## src/rtl/core/spr_pkg.sv

```systemverilog
// Shared constants, types and the percent-to-duty table of the servo ramp controller.
package spr_pkg;

  localparam int unsigned US_AT_ZERO = 544;
  localparam int unsigned US_SPAN    = 1956;
  localparam int unsigned PCT_SCALE  = 100;
  localparam int unsigned PERIOD_US  = 20000;
  localparam int unsigned DUTY_FULL  = 4095;
  localparam int unsigned DUTY_AT_ZERO = 111;
  localparam int unsigned RAMP_DIV   = 400;

  localparam int unsigned DUTY_W = 12;
  localparam int unsigned PCT_W  = 7;
  localparam int unsigned FS_W   = 20;
  localparam int unsigned LEN_W  = 21;
  localparam int unsigned PROD_W = DUTY_W + LEN_W;
  localparam int unsigned DVD_W  = PROD_W + 1;
  localparam int unsigned DVS_W  = LEN_W;
  localparam int unsigned PCT_ENTRIES = 2 ** PCT_W;
  localparam int unsigned PCT_MAX = 100;

  localparam logic [1:0] FUNC_TICK   = 2'd0;
  localparam logic [1:0] FUNC_GOTO   = 2'd1;
  localparam logic [1:0] FUNC_HALT   = 2'd2;
  localparam logic [1:0] FUNC_STATUS = 2'd3;

  typedef logic [DUTY_W-1:0] duty_tbl_t [PCT_ENTRIES];

  typedef struct packed {
    logic busy;
    logic done;
  } div_stat_t;

  function automatic duty_tbl_t build_duty_tbl();
    duty_tbl_t   tbl;
    int unsigned us;
    for (int p = 0; p < PCT_ENTRIES; p++) begin
      us = (p * US_SPAN) / PCT_SCALE + US_AT_ZERO;
      tbl[p] = DUTY_W'((us * DUTY_FULL) / PERIOD_US);
    end
    return tbl;
  endfunction

  localparam duty_tbl_t DUTY_TBL = build_duty_tbl();

endpackage

```

## src/rtl/core/spr_divider.sv

```systemverilog
// Restoring serial divider, one quotient bit per cycle.
module spr_divider
  import spr_pkg::*;
#(
  parameter int unsigned DvdW = DVD_W,
  parameter int unsigned DvsW = DVS_W
) (
  input  logic            clk_i,
  input  logic            rst_ni,
  input  logic            start_i,
  input  logic [DvdW-1:0] dividend_i,
  input  logic [DvsW-1:0] divisor_i,
  output logic [DvdW-1:0] quotient_o,
  output div_stat_t       stat_o
);

  localparam int unsigned CntW = $clog2(DvdW + 1);

  logic [DvsW-1:0] rem_q;
  logic [DvsW-1:0] dvs_q;
  logic [DvdW-1:0] quo_q;
  logic [CntW-1:0] cnt_q;
  logic            busy_q;
  logic            done_q;

  logic [DvsW:0]   shifted;
  logic [DvsW+1:0] diff;
  logic            ge;

  always_comb begin
    shifted = {rem_q, quo_q[DvdW-1]};
    diff    = {1'b0, shifted} - {2'b00, dvs_q};
    ge      = ~diff[DvsW+1];
  end

  always_ff @(posedge clk_i or negedge rst_ni) begin
    if (!rst_ni) begin
      busy_q <= 1'b0;
      done_q <= 1'b0;
      cnt_q  <= '0;
    end else begin
      done_q <= 1'b0;
      if (start_i) begin
        busy_q <= 1'b1;
        cnt_q  <= CntW'(DvdW);
      end else if (busy_q) begin
        cnt_q <= cnt_q - CntW'(1);
        if (cnt_q == CntW'(1)) begin
          busy_q <= 1'b0;
          done_q <= 1'b1;
        end
      end
    end
  end

  always_ff @(posedge clk_i) begin
    if (start_i) begin
      rem_q <= '0;
      quo_q <= dividend_i;
      dvs_q <= divisor_i;
    end else if (busy_q) begin
      rem_q <= ge ? diff[DvsW-1:0] : shifted[DvsW-1:0];
      quo_q <= {quo_q[DvdW-2:0], ge};
    end
  end

  assign quotient_o = quo_q;
  assign stat_o     = '{busy: busy_q, done: done_q};

endmodule

```

## src/rtl/core/servo_pwm_ramp_controller_core.sv

```systemverilog
// Servo PWM duty controller with linear position ramp: sequencer, state and ports.
//
// One input channel (in_valid_i / in_stall_o) carries a function code: a 1 ms tick,
// a goto with percentage, direct_move and override_position, a halt, or a status
// read. Every accepted beat yields exactly one result beat on the output channel
// (out_valid_o / out_stall_i) with duty, position, status_value, moving, accepted.
// full_stroke_ms is written through the APB port at byte address 0.
// Halt, status, rejected gotos, gotos that jump straight to the target, ticks outside
// a ramp and ramp-ending ticks go from the exec state directly to the output state.
// A goto that starts a ramp and a tick inside a ramp pass through a 12x21 multiply,
// then the shared 34-bit serial divider, one quotient bit per cycle (dividing by 400
// for the ramp length, by the ramp length for the interpolated duty).
// in_stall_o is high while an item is in work.
// The result sits in an output register; the next item is accepted while it
// waits, but its own result is held back until the receiver takes the previous.
// Reset clears all duty and ramp state and full_stroke_ms; the position of the cleared duty is -28.
module servo_pwm_ramp_controller_core
  import spr_pkg::*;
(
  input  logic              clk_i,
  input  logic              rst_ni,
  input  logic              psel,
  input  logic              penable,
  input  logic              pwrite,
  input  logic [2:0]        paddr,
  input  logic [31:0]       pwdata,
  output logic [31:0]       prdata,
  output logic              pready,
  input  logic              in_valid_i,
  output logic              in_stall_o,
  input  logic [1:0]        func_i,
  input  logic [PCT_W-1:0]  percentage_i,
  input  logic              direct_move_i,
  input  logic              override_position_i,
  output logic              out_valid_o,
  input  logic              out_stall_i,
  output logic [DUTY_W-1:0] duty_o,
  output logic signed [7:0] position_o,
  output logic signed [7:0] status_value_o,
  output logic              moving_o,
  output logic              accepted_o
);

  typedef enum logic [2:0] {
    ST_IDLE,
    ST_EXEC,
    ST_MUL,
    ST_LOAD,
    ST_DIV,
    ST_OUT
  } state_e;

  localparam logic [LEN_W-1:0] LEN_MAX = '1;

  function automatic logic signed [11:0] pos_of(input logic [DUTY_W-1:0] d);
    logic signed [12:0] v;
    logic        [12:0] mag;
    v = $signed({1'b0, d}) - 13'sd111;
    if (v >= 0) begin
      mag = 13'(v + 13'sd2) >> 2;
      return 12'(mag);
    end
    mag = 13'(13'sd2 - v) >> 2;
    return -$signed(12'(mag));
  endfunction

  state_e             state_q;
  logic [FS_W-1:0]    full_stroke_q;
  logic [1:0]         func_q;
  logic [PCT_W-1:0]   pct_q;
  logic               direct_q;
  logic               ovr_in_q;

  logic [DUTY_W-1:0]  duty_q;
  logic               ramp_q;
  logic               override_q;
  logic [DUTY_W-1:0]  start_q;
  logic [DUTY_W-1:0]  dest_q;
  logic [PCT_W-1:0]   dest_pct_q;
  logic [LEN_W-1:0]   len_q;
  logic [LEN_W-1:0]   elapsed_q;
  logic               job_tick_q;
  logic               down_q;
  logic               accepted_q;

  logic [DUTY_W-1:0]  mul_a_q;
  logic [LEN_W-1:0]   mul_b_q;
  logic [PROD_W-1:0]  prod_q;

  logic               out_valid_q;
  logic [DUTY_W-1:0]  out_duty_q;
  logic [7:0]         out_pos_q;
  logic [7:0]         out_stat_q;
  logic               out_moving_q;
  logic               out_acc_q;

  logic               in_accept;
  logic               cfg_write;
  logic [LEN_W-1:0]   e_inc;
  logic [DUTY_W-1:0]  target;
  logic [DUTY_W-1:0]  travel;
  logic [DUTY_W-1:0]  ramp_span;
  logic signed [11:0] cur_pos;
  logic               jump;
  logic               div_start;
  logic [DVD_W-1:0]   div_dividend;
  logic [DVS_W-1:0]   div_divisor;
  logic [DVD_W-1:0]   div_quot;
  div_stat_t          div_stat;
  logic signed [11:0] out_pos_full;

  assign in_stall_o = (state_q != ST_IDLE);
  assign in_accept  = in_valid_i & ~in_stall_o;
  assign pready     = 1'b1;
  assign cfg_write  = psel & penable & pwrite;
  assign prdata     = paddr[2] ? 32'd0 : {{(32-FS_W){1'b0}}, full_stroke_q};

  always_ff @(posedge clk_i or negedge rst_ni) begin
    if (!rst_ni) begin
      full_stroke_q <= '0;
    end else if (cfg_write && !paddr[2]) begin
      full_stroke_q <= pwdata[FS_W-1:0];
    end
  end

  always_comb begin
    e_inc     = (elapsed_q < LEN_MAX) ? elapsed_q + LEN_W'(1) : elapsed_q;
    target    = DUTY_TBL[pct_q];
    travel    = (target > duty_q) ? target - duty_q : duty_q - target;
    ramp_span = (dest_q >= start_q) ? dest_q - start_q : start_q - dest_q;
    cur_pos   = pos_of(duty_q);
    jump      = (cur_pos < 0) || (cur_pos > 12'sd100) || direct_q ||
                (full_stroke_q == '0);
    div_start = (state_q == ST_LOAD);
    div_dividend = {1'b0, prod_q} +
                   (down_q ? DVD_W'(len_q - LEN_W'(1)) : DVD_W'(0));
    div_divisor  = job_tick_q ? len_q : DVS_W'(RAMP_DIV);
    out_pos_full = pos_of(duty_q);
  end

  spr_divider #(
    .DvdW (DVD_W),
    .DvsW (DVS_W)
  ) u_div (
    .clk_i      (clk_i),
    .rst_ni     (rst_ni),
    .start_i    (div_start),
    .dividend_i (div_dividend),
    .divisor_i  (div_divisor),
    .quotient_o (div_quot),
    .stat_o     (div_stat)
  );

  always_ff @(posedge clk_i or negedge rst_ni) begin
    if (!rst_ni) begin
      state_q     <= ST_IDLE;
      duty_q      <= '0;
      ramp_q      <= 1'b0;
      override_q  <= 1'b0;
      start_q     <= '0;
      dest_q      <= '0;
      dest_pct_q  <= '0;
      len_q       <= '0;
      elapsed_q   <= '0;
      out_valid_q <= 1'b0;
    end else begin
      if (out_valid_q && !out_stall_i && (state_q != ST_OUT)) begin
        out_valid_q <= 1'b0;
      end
      unique case (state_q)
        ST_IDLE: begin
          if (in_accept) begin
            func_q   <= func_i;
            pct_q    <= percentage_i;
            direct_q <= direct_move_i;
            ovr_in_q <= override_position_i;
            state_q  <= ST_EXEC;
          end
        end
        ST_EXEC: begin
          accepted_q <= 1'b1;
          state_q    <= ST_OUT;
          unique case (func_q)
            FUNC_TICK: begin
              if (!ramp_q) begin
                override_q <= 1'b0;
              end else if (e_inc >= len_q) begin
                elapsed_q <= e_inc;
                duty_q    <= dest_q;
                ramp_q    <= 1'b0;
              end else begin
                elapsed_q  <= e_inc;
                mul_a_q    <= ramp_span;
                mul_b_q    <= e_inc;
                job_tick_q <= 1'b1;
                down_q     <= (dest_q < start_q);
                state_q    <= ST_MUL;
              end
            end
            FUNC_GOTO: begin
              if (pct_q > PCT_W'(PCT_MAX)) begin
                accepted_q <= 1'b0;
              end else if (jump) begin
                duty_q <= target;
              end else begin
                start_q    <= duty_q;
                dest_q     <= target;
                dest_pct_q <= pct_q;
                elapsed_q  <= '0;
                ramp_q     <= 1'b1;
                override_q <= ovr_in_q;
                mul_a_q    <= travel;
                mul_b_q    <= LEN_W'(full_stroke_q);
                job_tick_q <= 1'b0;
                down_q     <= 1'b0;
                state_q    <= ST_MUL;
              end
            end
            FUNC_HALT: begin
              ramp_q <= 1'b0;
            end
            FUNC_STATUS: begin
            end
            default: begin
            end
          endcase
        end
        ST_MUL: begin
          prod_q  <= PROD_W'(mul_a_q) * PROD_W'(mul_b_q);
          state_q <= ST_LOAD;
        end
        ST_LOAD: begin
          state_q <= ST_DIV;
        end
        ST_DIV: begin
          if (div_stat.done) begin
            if (job_tick_q) begin
              duty_q <= down_q ? start_q - div_quot[DUTY_W-1:0]
                               : start_q + div_quot[DUTY_W-1:0];
            end else begin
              len_q <= div_quot[LEN_W-1:0];
            end
            state_q <= ST_OUT;
          end
        end
        ST_OUT: begin
          if (!out_valid_q || !out_stall_i) begin
            out_valid_q  <= 1'b1;
            out_duty_q   <= duty_q;
            out_pos_q    <= out_pos_full[7:0];
            out_stat_q   <= override_q ? {1'b0, dest_pct_q} : out_pos_full[7:0];
            out_moving_q <= ramp_q;
            out_acc_q    <= accepted_q;
            state_q      <= ST_IDLE;
          end
        end
        default: begin
          state_q <= ST_IDLE;
        end
      endcase
    end
  end

  assign out_valid_o    = out_valid_q;
  assign duty_o         = out_duty_q;
  assign position_o     = $signed(out_pos_q);
  assign status_value_o = $signed(out_stat_q);
  assign moving_o       = out_moving_q;
  assign accepted_o     = out_acc_q;

  a_div_done_in_div: assert property (@(posedge clk_i) disable iff (!rst_ni)
    div_stat.done |-> (state_q == ST_DIV))
    else $error("divider finished outside its wait state");

  a_busy_after_accept: assert property (@(posedge clk_i) disable iff (!rst_ni)
    in_accept |=> in_stall_o)
    else $error("input not stalled after accepting a beat");

  a_result_from_out: assert property (@(posedge clk_i) disable iff (!rst_ni)
    $rose(out_valid_q) |-> $past(state_q == ST_OUT))
    else $error("result beat raised outside the output state");

  a_div_idle_on_start: assert property (@(posedge clk_i) disable iff (!rst_ni)
    div_start |-> !div_stat.busy)
    else $error("divider restarted while busy");

endmodule
```

## config.mk

```make
export PLATFORM = sky130hd
export DESIGN_NAME = servo_pwm_ramp_controller_core
export DESIGN_NICKNAME = d
export VERILOG_FILES = /design/src/rtl/core/spr_pkg.sv /design/src/rtl/core/spr_divider.sv /design/src/rtl/core/servo_pwm_ramp_controller_core.sv
export SDC_FILE = /design/constraint.sdc
export NUM_CORES = 1
export LEC_CHECK = 0
export ABC_AREA = 1
export BUFFER_PORTS_ARGS = -buffer_cell sky130_fd_sc_hd__buf_2
export CORE_MARGIN = 5
export CORE_UTILIZATION = 25
export DETAILED_ROUTE_END_ITERATION = 10
export SLEW_MARGIN = 10
export SYNTH_ARGS = -nofsm -noshare
export SYNTH_HDL_FRONTEND = slang
export SYNTH_HIERARCHICAL = 1
export SYNTH_SLANG_ARGS = --single-unit
```

## constraint.sdc

```tcl
create_clock -name clk_i -period 6.4 [get_ports clk_i]
set_input_delay 0.32 -clock clk_i [delete_from_list [all_inputs] [get_ports clk_i]]
set_output_delay 0.32 -clock clk_i [all_outputs]
set_load 0.03 [all_outputs]
```

Yosys cells after proc, flatten, opt, wreduce, memory -nomap -nowiden

Memory sizes are Yosys's and may differ from the RTL's.
Index checks and enable logic that the tools add are counted.
Widths: inputs -> output; s select.

Flip-flop bits (word level): 305
Bits in read-only memories: 1536
Bits of input ports: 53
Output and inout port bits: 65
Word-level logic and storage cells: 197
Memories kept: 1

Memories:

| name             | depth | bits a word | rd ports | clocked after memory_dff | wr ports | RTL line                              | RTL |
|---|---|---|---|---|---|---|---|
| (name not given) | 128   | 12          | 1        | 0                        | 0        | servo_pwm_ramp_controller_core.sv:128 | `target = DUTY_TBL[pct_q];` |

Add/sub/neg operators: 15
Multiply operators: 1
Order comparisons: 10
Eq/ne operators: 23
Multiplexer cells: 75
Bitwise operators: 9
Reduce and logical (&&, ||, !) cells: 30

Operators by type and width:

| operator              | count |
|---|---|
| $mux 12               | 17 |
| $mux 21               | 9 |
| $mux 34               | 3 |
| $pmux 21 s2           | 2 |
| $pmux 12 s2           | 3 |
| $sub 12x12->12        | 5 |
| $add 33x34->34        | 1 |
| $mul 12x21->33        | 1 |
| $mux 1                | 24 |
| $sub 22x21->23        | 1 |
| $sub 21x1->22 const B | 1 |
| $add 21x1->21 const B | 1 |
| $ge 21x21->1          | 1 |
| $lt 21x21->1 const B  | 1 |
| $mux 3                | 7 |
| $logic_not 20->1      | 1 |
| $mux 20               | 1 |
| $pmux 3 s6            | 1 |
| $ne 2x2->1 const B    | 8 |
| $ne 3x3->1 const B    | 5 |
| $add 13x3->13 const B | 1 |
| $ge 13x1->1 const B   | 1 |
| $sub 12x7->13 const B | 1 |
| $sub 3x13->13 const A | 1 |
| other kinds (39)      | 66 |

Depth between registers and ports, before layout

Gate-level depths: netlist (run 1).

Depth after elaboration: 12
Depth in mapped cells: 29
Depth with buffers taken out: 28

Modules after synthesis

Netlist (run 1), hierarchy kept.

Modules (own cells, without submodules):

| module                         | instances | cells an instance | area each (µm²) | sequential area each (µm²) |
|---|---|---|---|---|
| servo_pwm_ramp_controller_core | 1         | 2873              | 22781.8         | 6005.8 |
| spr_divider                    | 1         | 683               | 5057.4          | 2272.2 |

Worst setup path after synthesis (run 1)

No wires, ideal clock.

Path type: register to register
Start: register elapsed_q[5]
End: register down_q (enable)
Setup time: 471 ps
Arrival time: 5286 ps
Data required time: 5929 ps
Path slack: 643 ps
Cell stages (with the launch flop): 26
Path buffers: 0
Clock period less this slack: 5757 ps
Path through: dfrtp_1 nand2_1 nor2_1 nand3_1 nor2_1 nand3_1 inv_1 nand2_1 inv_1 nor2_1 nand3_1 nor3b_1 nand3_1 xnor2_1 ha_1 nand2_1 nor2_1 a211oi_1 o21ai_0 nand2_1 a21oi_1 nor2_1 nand3_1 nand2_1 nand3_1 nor3_1

Word-level cells in the longest chain between the ends: 5
Elaborated cells between the ends (all ways): 6

RTL lines:

| item                                                 | RTL line                              | RTL |
|---|---|---|
| start, declared                                      | servo_pwm_ramp_controller_core.sv:81  | `logic [LEN_W-1:0] elapsed_q;` |
| start signal, assigned                               | servo_pwm_ramp_controller_core.sv:188 | `elapsed_q <= e_inc;` |
| start signal, assigned                               | servo_pwm_ramp_controller_core.sv:192 | `elapsed_q <= e_inc;` |
| $add 21x1->21 / $lt 21x21->1 (equally long branches) | servo_pwm_ramp_controller_core.sv:127 | `e_inc = (elapsed_q < LEN_MAX) ? elapsed_q + LEN_W'(1) : elapsed_q;` |
| $mux 21 (*)                                          | servo_pwm_ramp_controller_core.sv:127 |  |
| $ge 21x21->1 (*)                                     | servo_pwm_ramp_controller_core.sv:187 | `end else if (e_inc >= len_q) begin` |
| $ne 2x2->1 (no line) (*)                             | --                                    |  |
| $reduce_and 7->1 (no line) (*)                       | --                                    |  |
| end signal, assigned                                 | servo_pwm_ramp_controller_core.sv:196 | `down_q <= (dest_q < start_q);` |
| end, declared                                        | servo_pwm_ramp_controller_core.sv:83  | `logic down_q;` |

Every way passes the cells marked *; elsewhere a longest branch is shown, timed or not.
A chain may end at the register's enable or synchronous reset.

Final worst setup path (run 1)

Start: register mul_b_q[3]
End: register prod_q[31] (data pin)

Word-level cells in the longest chain between the ends: 1

RTL lines:

| item                   | RTL line                              | RTL |
|---|---|---|
| start, declared        | servo_pwm_ramp_controller_core.sv:87  | `logic [LEN_W-1:0] mul_b_q;` |
| start signal, assigned | servo_pwm_ramp_controller_core.sv:194 | `mul_b_q <= e_inc;` |
| start signal, assigned | servo_pwm_ramp_controller_core.sv:213 | `mul_b_q <= LEN_W'(full_stroke_q);` |
| $mul 12x21->33         | servo_pwm_ramp_controller_core.sv:229 | `prod_q <= PROD_W'(mul_a_q) * PROD_W'(mul_b_q);` |
| end signal, assigned   | servo_pwm_ramp_controller_core.sv:229 |  |
| end, declared          | servo_pwm_ramp_controller_core.sv:88  | `logic [PROD_W-1:0] prod_q;` |

No other way between the ends.

==> results of run 1 <==
metrics by stage:
stage | hold WS [ns] | setup WS [ns] | std cells | power [mW] | cell area [um^2]
after floorplan | 0.02441 | 0.6433 | 3566 | 9.765 | 27870
after global placement | 0.4291 | 0.5142 | 5056 | 11.87 | 29840
after detailed placement | 0.4274 | 0.4934 | 5056 | 11.95 | 29840
after CTS | 0.00009109 | 0.4907 | 5153 | 14.21 | 31380
after global routing | 0.02402 | 0.05229 | 5153 | 15.53 | 31380
final | 0.03234 | 0.5380 | 5153 | 14.12 | 31380
how the worst min path moves through the flow:
stage,startpoint,cells after the start,endpoint,slack (ns)
CTS,pwdata[9],3,full_stroke_q[9],0.00009
detailed placement,rst_ni,1,dest_pct_q[6],0.43
finish,pwdata[18],3,full_stroke_q[18],0.03
global route,out_stall_i,3,out_valid_o,0.02
global placement,rst_ni,1,dest_pct_q[6],0.43
floorplan,rst_ni,0,dest_pct_q[0],0.02
cell usage in the layout (no fill, tap or decap), types with 10 or more instances in the layout:
master / count
conb_1: 13
o21ai_1: 35
nand2_1: 976
nand2_2: 16
clkbuf_16: 39
dfrtp_1: 116
buf_4: 32
dlygate4sd3_1: 29
inv_2: 11
nand3_1: 95
dfxtp_1: 21
nor2_2: 13
o21a_1: 12
nor4_1: 14
fa_1: 196
xnor2_1: 41
o21ai_2: 29
ha_1: 207
buf_2: 89
a21oi_1: 215
a21boi_0: 10
o211ai_1: 11
edfxtp_1: 165
nand4_1: 49
o21ai_0: 153
xor2_1: 70
nand3_2: 10
inv_1: 630
nor3_1: 29
nor2_1: 219
sequential cells by signal, indices dropped and copies added (netlist names), 20 cells and up:
| register | count |
|---|---|
| elapsed_q | 21 |
| full_stroke_q | 20 |
| len_q | 21 |
| mul_b_q | 21 |
| prod_q | 33 |
| u_div/dvs_q | 21 |
| u_div/quotient_o | 34 |
| u_div/rem_q | 21 |
layout make-up:
type                       count  area [um^2]
clock buffer                  48         1050
clock inverter                20        191.4
fill                       11860        79290
inverter                     644         2420
multi-input combinational   2501        16600
sequential                   302         8278
tap                         1488         1862
timing repair buffer         150        975.9
power by group:
part	switching, mW	leakage, nW	internal (mW)
clock	0.886	0.610	1.26
combinational	5.61	11.8	3.28
sequential	0.348	3.16	2.74
timing repair:
item,4_1_cts,5_1_grt
hold buffers,29,0
hold endpoints to repair,77,0
resized for setup,0,0
worst register-to-register path, cell delays in order (launching register included):
cell and delay [ns]:
edfxtp_1 0.64, nand2_1 0.16, fa_1 0.56, inv_1 0.06, fa_1 0.45, ha_1 0.32, fa_1 0.51, fa_1 0.49
ha_1 0.37, a21oi_1 0.13, a21boi_0 0.31, o21ai_0 0.19, a21boi_0 0.34, o21ai_0 0.24, a21boi_0 0.32, o21ai_0 0.12
buf_4 0.16, a31oi_1 0.16, xnor2_1 0.09
metal layers:
metal | track usage | wire, um
met1 | 0.1685 | 33230
met2 | 0.1966 | 32480
met3 | 0.02181 | 4230
met4 | 0.03129 | 1788
met5 | 0 | 0
==> impl_results.md, run 1 <==
- Outcome: finished, final reports clean
- FF-to-FF End: prod_q[31]
- Drt wl/cell: 13.92 um
- CORE AREA: 110700 um^2
- Clk sinks: 302
- Startpoint Class: flip-flop
- Synth-to-layout area growth: 12.73%
- Detailed-placement wirelength estimate: 56.35 mm
- Tightest Hold Check Type: in2reg
- CTS max path bufs: 3
- Synthesized area: 27830 um^2
- Total CTS buffers: 37
- WS Path Type: reg2reg
- IO Port Bufs: 90
- Slew Viols, Final: 0
- Crit path arrival time: 6.17 ns
- H-tree Lvls: 2
- Relative slew slack: 0.2825
- Rows: 122
- Period minus WS final: 5.862 ns
- Initial core utilization: 0.2515
- 1st-iter DRT viols: 1477
- I/O pin count: 118
- Critical Path End Type: flip-flop
- Worst Path Buf+Inv: 2
- Clk_lat worst skew: 0.57 ns
- Avg Cell Area, Syn: 7.829 um^2
- Tcrit/Tclk final: 0.9159
- RSZ-0062 raised after global routing: no
- R2R depth: 18
- Height of the die: 343.7 um
- Crit path largest cell delay: 0.64 ns
- Final Setup Violations: 0
- DRC Markers: 0
- Pwr Density: 450.2 nW/um^2
- Post-CTS Setup Bufs: 0
- Synthesis Warnings: 6
- RePlAce Congestion: 0.8768
- Largest net degree at the start of global routing: 71
- Number of max-cap violations: 0
- Vias in the first global route: 22240
- Worst setup path end: prod_q[31]
- Worst vdd ir: 355.7 uV
- CTS tree: built
- Initial antenna violation count: 0
- R2r startpoint: mul_b_q[3]
- Setup TNS: 0 ns
- Setup slack, reg-to-reg: 0.54 ns
- Die width: 343.7 um
- Antenna-violating nets left: 0
- Proportion of layout cells with a drive suffix above 1: 0.07831
- Core Util, Final: 0.2835
- Via count: 22830
- Setup crit start: mul_b_q[3]
- Total GRT Usage: 0.1216
- Vias per inst: 4.430
- Die area: 118100 um^2
- CP required: 6.71 ns
- Largest delay share family, worst path: adder cells
- Cell count along the critical path: 18
- Slowest stage cell, crit path: edfxtp_1
- Antenna Cells: 0
- Root buf cell: clkbuf_16
- Cell Chain, Critical Path: nand2_1 > fa_1 > inv_1 > fa_1 > ha_1 > fa_1 > fa_1 > ha_1 > a21oi_1 > a21boi_0 > o21ai_0 > a21boi_0 > o21ai_0 > a21boi_0 > o21ai_0 > buf_4 > a31oi_1 > xnor2_1
- Fin Clk Skew: 0.01763 ns
- Routed wire length: 71.72 mm
- First drt pass iteration count: 6
- Worst Tran Pin Value: 1.075 ns
- # nets final: 4092
- P_leak: 15.59 nW
- Most frequent CP cell: fa_1
- First-pass GRT wire length: 117.5 mm
- CTS clk-pin slew, worst paths: 0.06 ns
- Global route overflow: 0
- Max Freq: 170.6 MHz
- CP max FO: 12
- Post-synthesis instance total: 3555
- Final Hold Vio Count: 0
Note: power is estimated with default switching activity, not from simulation.
==> run 2: changes to the inputs <==
PLACE_DENSITY = 0.45   (was unset)
==> run 2 against run 1 <==
Against the previous run:
- die area is the same
- critical endpoint unchanged
- final area grew 0.14%
- wire length grew 9.8%
- largest cell class unchanged
- largest power group unchanged
- sequential share of layout area is essentially flat
- flip-flop and latch count is the same
- register-to-register slack lost 0.16 ns
- critical path type unchanged
- via count shrank 1.3%
- clock skew grew 0.026 ns
- first-iteration DRC count shrank 4.0%
- cell count grew 0.17%
==> impl_results.md, run 2 (synthesis gave the netlist of run 1 again) <==
- Slew Viols, Final: 0
- Worst Tran Pin Value: 0.9897 ns
- Proportion of layout cells with a drive suffix above 1: 0.07812
- Total power: 14.11 mW
- Antenna Cells: 0
- Max Freq: 166.2 MHz
- Drt wl/cell: 15.26 um
- Outcome: finished, final reports clean
- Final Hold Vio Count: 0
- WS Path Type: reg2reg
- CTS clk-pin slew, worst paths: 0.06 ns
- Critical Path End Type: flip-flop
- Antenna-violating nets left: 0
- Detailed-placement wirelength estimate: 62.12 mm
- Setup TNS: 0 ns
- First-pass GRT wire length: 127.2 mm
- Internal: 7.226 mW
- Tcrit/Tclk final: 0.9404
- P_leak: 15.59 nW
- CTS tree: built
- Clock share of power: 0.150
- Setup WS post-layout: 0.3817 ns
- Fin Clk Skew: 0.04372 ns
- RePlAce Congestion: 0.8645
- Initial antenna violation count: 0
- Tightest Hold Check Type: in2reg
- Largest net degree at the start of global routing: 71
- Root buf cell: clkbuf_16
- Relative slew slack: 0.3332
- IO Port Bufs: 90
- Max reg flops: 34
- Routed wire length: 78.76 mm
- CORE AREA: 110700 um^2
- Period minus WS final: 6.018 ns
- P_sw: 6.883 mW
- Cell total after placement: 5060
- Worst vdd ir: 312.2 uV
- Number of max-cap violations: 0
- Worst Path Buf+Inv: 4
- Total GRT Usage: 0.1344
- Post-CTS Setup Bufs: 0
- Vias in the first global route: 22780
- CP required: 6.71 ns
- Crit path arrival time: 6.33 ns
- Die area: 118100 um^2
- H-tree Lvls: 2
- Height of the die: 343.7 um
- RSZ-0062 raised after global routing: no
- Synth-to-layout area growth: 12.89%
- Most common cell after layout, fill and taps aside: nand2_1
- Clk sinks: 302
- Clk_lat worst skew: 0.60 ns
- Largest delay share family, worst path: adder cells
- Slowest stage cell, crit path: edfxtp_1
- DRC Markers: 0
- Total CTS buffers: 39
- Sw frac: 0.4878
- Rows: 122
- Most frequent cells in the layout: nand2_1, inv_1, nor2_1, a21oi_1, ha_1
- Combinational Power Share: 0.632
- Die width: 343.7 um
- Final Setup Violations: 0
- Vias per inst: 4.364
- Cell Chain, Critical Path: nand2_1 > fa_1 > inv_1 > ha_1 > fa_1 > inv_1 > fa_1 > fa_1 > inv_1 > ha_1 > nand2_1 > inv_1 > a21boi_0 > o21ai_0 > a21boi_0 > o21ai_0 > a21boi_0 > o21ai_0 > a31oi_1 > xnor2_1
- 1st-iter DRT viols: 1418
- Global route overflow: 0
- # nets final: 4101
- Post-Place Setup Slack: 0.3725 ns
- First drt pass iteration count: 5
- Layout Cells excl Fill: 5162
- Via count: 22530
- Crit path largest cell delay: 0.63 ns
- Pwr Density: 449.0 nW/um^2
- CTS max path bufs: 3
- Flop pwr share: 0.217
- I/O pin count: 118
- Initial core utilization: 0.2515
- CP max FO: 12
- # resized after CTS: 0
- Startpoint Class: flip-flop
==> run 2: cell types whose count changed in the layout (fill, tap and decap cells not counted), sizes merged <==
cell / change
bufinv: -1
buf: +4
clkbuf: +4
clkinvlp: +3
inv: -4
dlygate4sd3: +3
==> run 2: through the flow <==
stage                       util  instance area [um^2]  hold WS [ns]
after CTS                 0.2839                 31420       0.04978
final                     0.2839                 31420       0.07130
after global placement    0.2700                 29880        0.3519
after detailed placement  0.2700                 29880        0.3504
after global routing      0.2839                 31420       0.05548
after floorplan                -                 27870       0.02441
==> run 2: power by group through the flow <==
stage	logic (mW)	clock network, mW	registers, mW
floorplan	6.73	0	3.04
global placement	8.94	0	3.10
detailed placement	8.94	0	3.10
CTS	9.01	2.20	3.07
global route	10.2	2.29	3.12
finish	8.92	2.12	3.07
==> run 2: final cells by class <==
cell class              instances  area, um^2
inverters                     644        2420
well taps                    1488        1862
repair buffers                157        1040
fillers                     12010       79250
clock inverters                18       163.9
clock buffers                  52        1055
flip-flops and latches        302        8278
multi-input cells            2501       16600
==> run 2: path summary, 6_finish.rpt <==
check / from / endpoint / slack, ns / depth (start not counted)
max: mul_b_q[1] / prod_q[31] / 0.38 / 20
min: pwdata[13] / full_stroke_q[13] / 0.07 / 3
max reg2reg: mul_b_q[1] / prod_q[31] / 0.38 / 20
min reg2reg: accepted_q / accepted_o / 0.43 / 0
max in group asynchronous: rst_ni / full_stroke_q[15] / 4.77 / 3
min in group asynchronous: rst_ni / dest_pct_q[3] / 0.28 / 2
==> run 2: worst reg2reg max path: stages (launching register included) <==
cell and delay (ns):
edfxtp_1 0.63, nand2_1 0.15, fa_1 0.55, inv_1 0.04, ha_1 0.20, fa_1 0.53
inv_1 0.05, fa_1 0.46, fa_1 0.54, inv_1 0.04, ha_1 0.34, nand2_1 0.07
inv_1 0.05, a21boi_0 0.12, o21ai_0 0.32, a21boi_0 0.22, o21ai_0 0.39, a21boi_0 0.24
o21ai_0 0.45, a31oi_1 0.18, xnor2_1 0.16
==> run 2: per-layer routing <==
metal	wire, um	part of all wire	track usage	vias to the layer above
li1	-	-	-	11410
met1	38430	0.49	0.1912	10610
met2	35070	0.45	0.2161	423
met3	3594	0.046	0.02005	80
met4	1673	0.021	0.03095	0
met5	0	0	0	-
==> run 2: repair_timing <==
| item | CTS | global route |
|---|---|---|
| hold endpoints to repair | 84 | 0 |
| hold buffers | 32 | 0 |
| endpoints found under the setup margin | 0 | 0 |
==> run 3: changes to the inputs <==
CTS_BUF_LIST = sky130_fd_sc_hd__clkbuf_16   (was unset)
==> run 3 against run 2 <==
Against the previous run:
- sequential power is essentially flat
- largest cell class unchanged
- wire length grew 0.13%
- clock power shrank 2%
- first-iteration DRC count shrank 2.8%
- critical path type unchanged
- clock skew is essentially flat
- via count is essentially flat
- critical path depth is the same
- hold slack lost 0.00095 ns
- flip-flop and latch count is the same
- maximum frequency shrank 0.33%
- highest routed layer unchanged
==> impl_results.md, run 3 (synthesis gave the netlist of run 1 again) <==
- Antenna-violating nets left: 0
- Worst Tran Pin Value: 0.9859 ns
- Hold path start: pwdata[13]
- Height of the die: 343.7 um
- First drt pass iteration count: 5
- Layout Cells excl Fill: 5163
- Total CTS buffers: 39
- Die area: 118100 um^2
- Outcome: finished, final reports clean
- Setup slack, reg-to-reg: 0.36 ns
- Clk sinks: 302
- RePlAce Congestion: 0.8645
- CORE AREA: 110700 um^2
- Final Hold Vio Count: 0
- CTS tree: built
- Initial core utilization: 0.2515
- Via count: 22520
- 1st-iter DRT viols: 1378
- Cell total after placement: 5060
- Startpoint Class: flip-flop
- Fillers: 12020
- R2r startpoint: mul_b_q[1]
- Vias in the first global route: 22790
- Tightest Hold Check Type: in2reg
- Largest net degree at the start of global routing: 71
- Register area: 8278 um^2
- CTS max path bufs: 3
- RSZ-0062 raised after global routing: no
- CP max FO: 12
- Max Freq: 165.6 MHz
- Crit path arrival time: 6.35 ns
- Max reg flops: 34
- Root buf cell: clkbuf_16
- Global route overflow: 0
- Detailed-placement wirelength estimate: 62.12 mm
- # nets final: 4101
- Proportion of layout cells with a drive suffix above 1: 0.07730
- Most frequent cells in the layout: nand2_1, inv_1, nor2_1, a21oi_1, ha_1
- Drt wl/cell: 15.27 um
- Critical Path End Type: flip-flop
- CP required: 6.71 ns
- Worst vdd ir: 312.5 uV
- Most common cell after layout, fill and taps aside: nand2_1
- Pwr Density: 448.2 nW/um^2
- Number of max-cap violations: 0
- DRC Markers: 0
- Slew Viols, Final: 0
- Initial antenna violation count: 0
- Hold_ws: 0.07035 ns
- Routed wire length: 78.86 mm
- Period minus WS final: 6.038 ns
- Clk_lat worst skew: 0.60 ns
- Total GRT Usage: 0.1345
- P_leak: 15.61 nW
- Tcrit/Tclk final: 0.9435
- Synth-to-layout area growth: 12.79%
- CTS clk-pin slew, worst paths: 0.06 ns
- Relative slew slack: 0.3358
- Setup TNS: 0 ns
- Setup crit start: mul_b_q[1]
- First-pass GRT wire length: 127.2 mm
- Multi-input gate area: 16600 um^2
- I/O pin count: 118
- Vias per inst: 4.362
- Total power: 14.07 mW
- H-tree Lvls: 2
- Final Setup Violations: 0
- IO Port Bufs: 90
- Rows: 122
- WS Path Type: reg2reg
- Die width: 343.7 um
- # resized after CTS: 0
- Fin Clk Skew: 0.04391 ns
## run 3: cell types whose count changed in the layout (fill, tap and decap cells not counted)
cell / change
inv_1: +10
diode_2: +1
clkbuf_1: -10
clkinv_1: +3
clkbuf_8: -3
## run 3: final timing paths
kind	end	cells after the start
min in group asynchronous	dest_pct_q[3]	2
min reg2reg	accepted_o	0
min	full_stroke_q[13]	3
max reg2reg	prod_q[31]	20
max in group asynchronous	full_stroke_q[15]	3
max	prod_q[31]	20
## run 3: per-layer routing
layer	GRT usage	vias up	routed length, um
met3	0.02005	80	3453
met5	0	-	0
met2	0.2163	412	35060
met4	0.03095	0	1680
met1	0.1912	10620	38670
li1	-	11410	-
## run 3: per-stage QoR
step,setup WS (ns),instance area (um^2),util
floorplan,0.6433,27870,-
global placement,0.3787,29880,0.2700
detailed placement,0.3725,29880,0.2700
CTS,0.3121,31390,0.2836
global route,0.08005,31390,0.2836
finish,0.3617,31390,0.2837
## run 3: final cells by class
type,count,area share
diodes,1,0.00007972
clock buffers,39,0.03109
clock inverters,31,0.006776
inverters,644,0.07709
multi-input cells,2501,0.5288
flip-flops and latches,302,0.2637
well taps,1488,0.05931
repair buffers,157,0.03312
## run 3: what timing repair did
| item | CTS | global route |
|---|---|---|
| buffers inserted | 0 | 0 |
| hold buffers | 32 | 0 |
| hold endpoints to repair | 84 | 0 |
## run 3: worst max-delay path, stage by stage (launching register included)
cell      delay, ns
edfxtp_1       0.62
nand2_1        0.15
fa_1           0.55
inv_1          0.04
ha_1           0.20
fa_1           0.53
inv_1          0.05
fa_1           0.46
fa_1           0.54
inv_1          0.04
ha_1           0.34
nand2_1        0.07
inv_1          0.05
a21boi_0       0.12
o21ai_0        0.31
a21boi_0       0.22
o21ai_0        0.40
a21boi_0       0.25
o21ai_0        0.46
a31oi_1        0.18
xnor2_1        0.16
## run 3: report_power, final
part           total [mW]  internal, mW  switching [mW]
clock                2.07          1.16           0.917
sequential           3.07          2.75           0.322
combinational        8.93          3.27            5.66
total                14.1          7.17            6.89
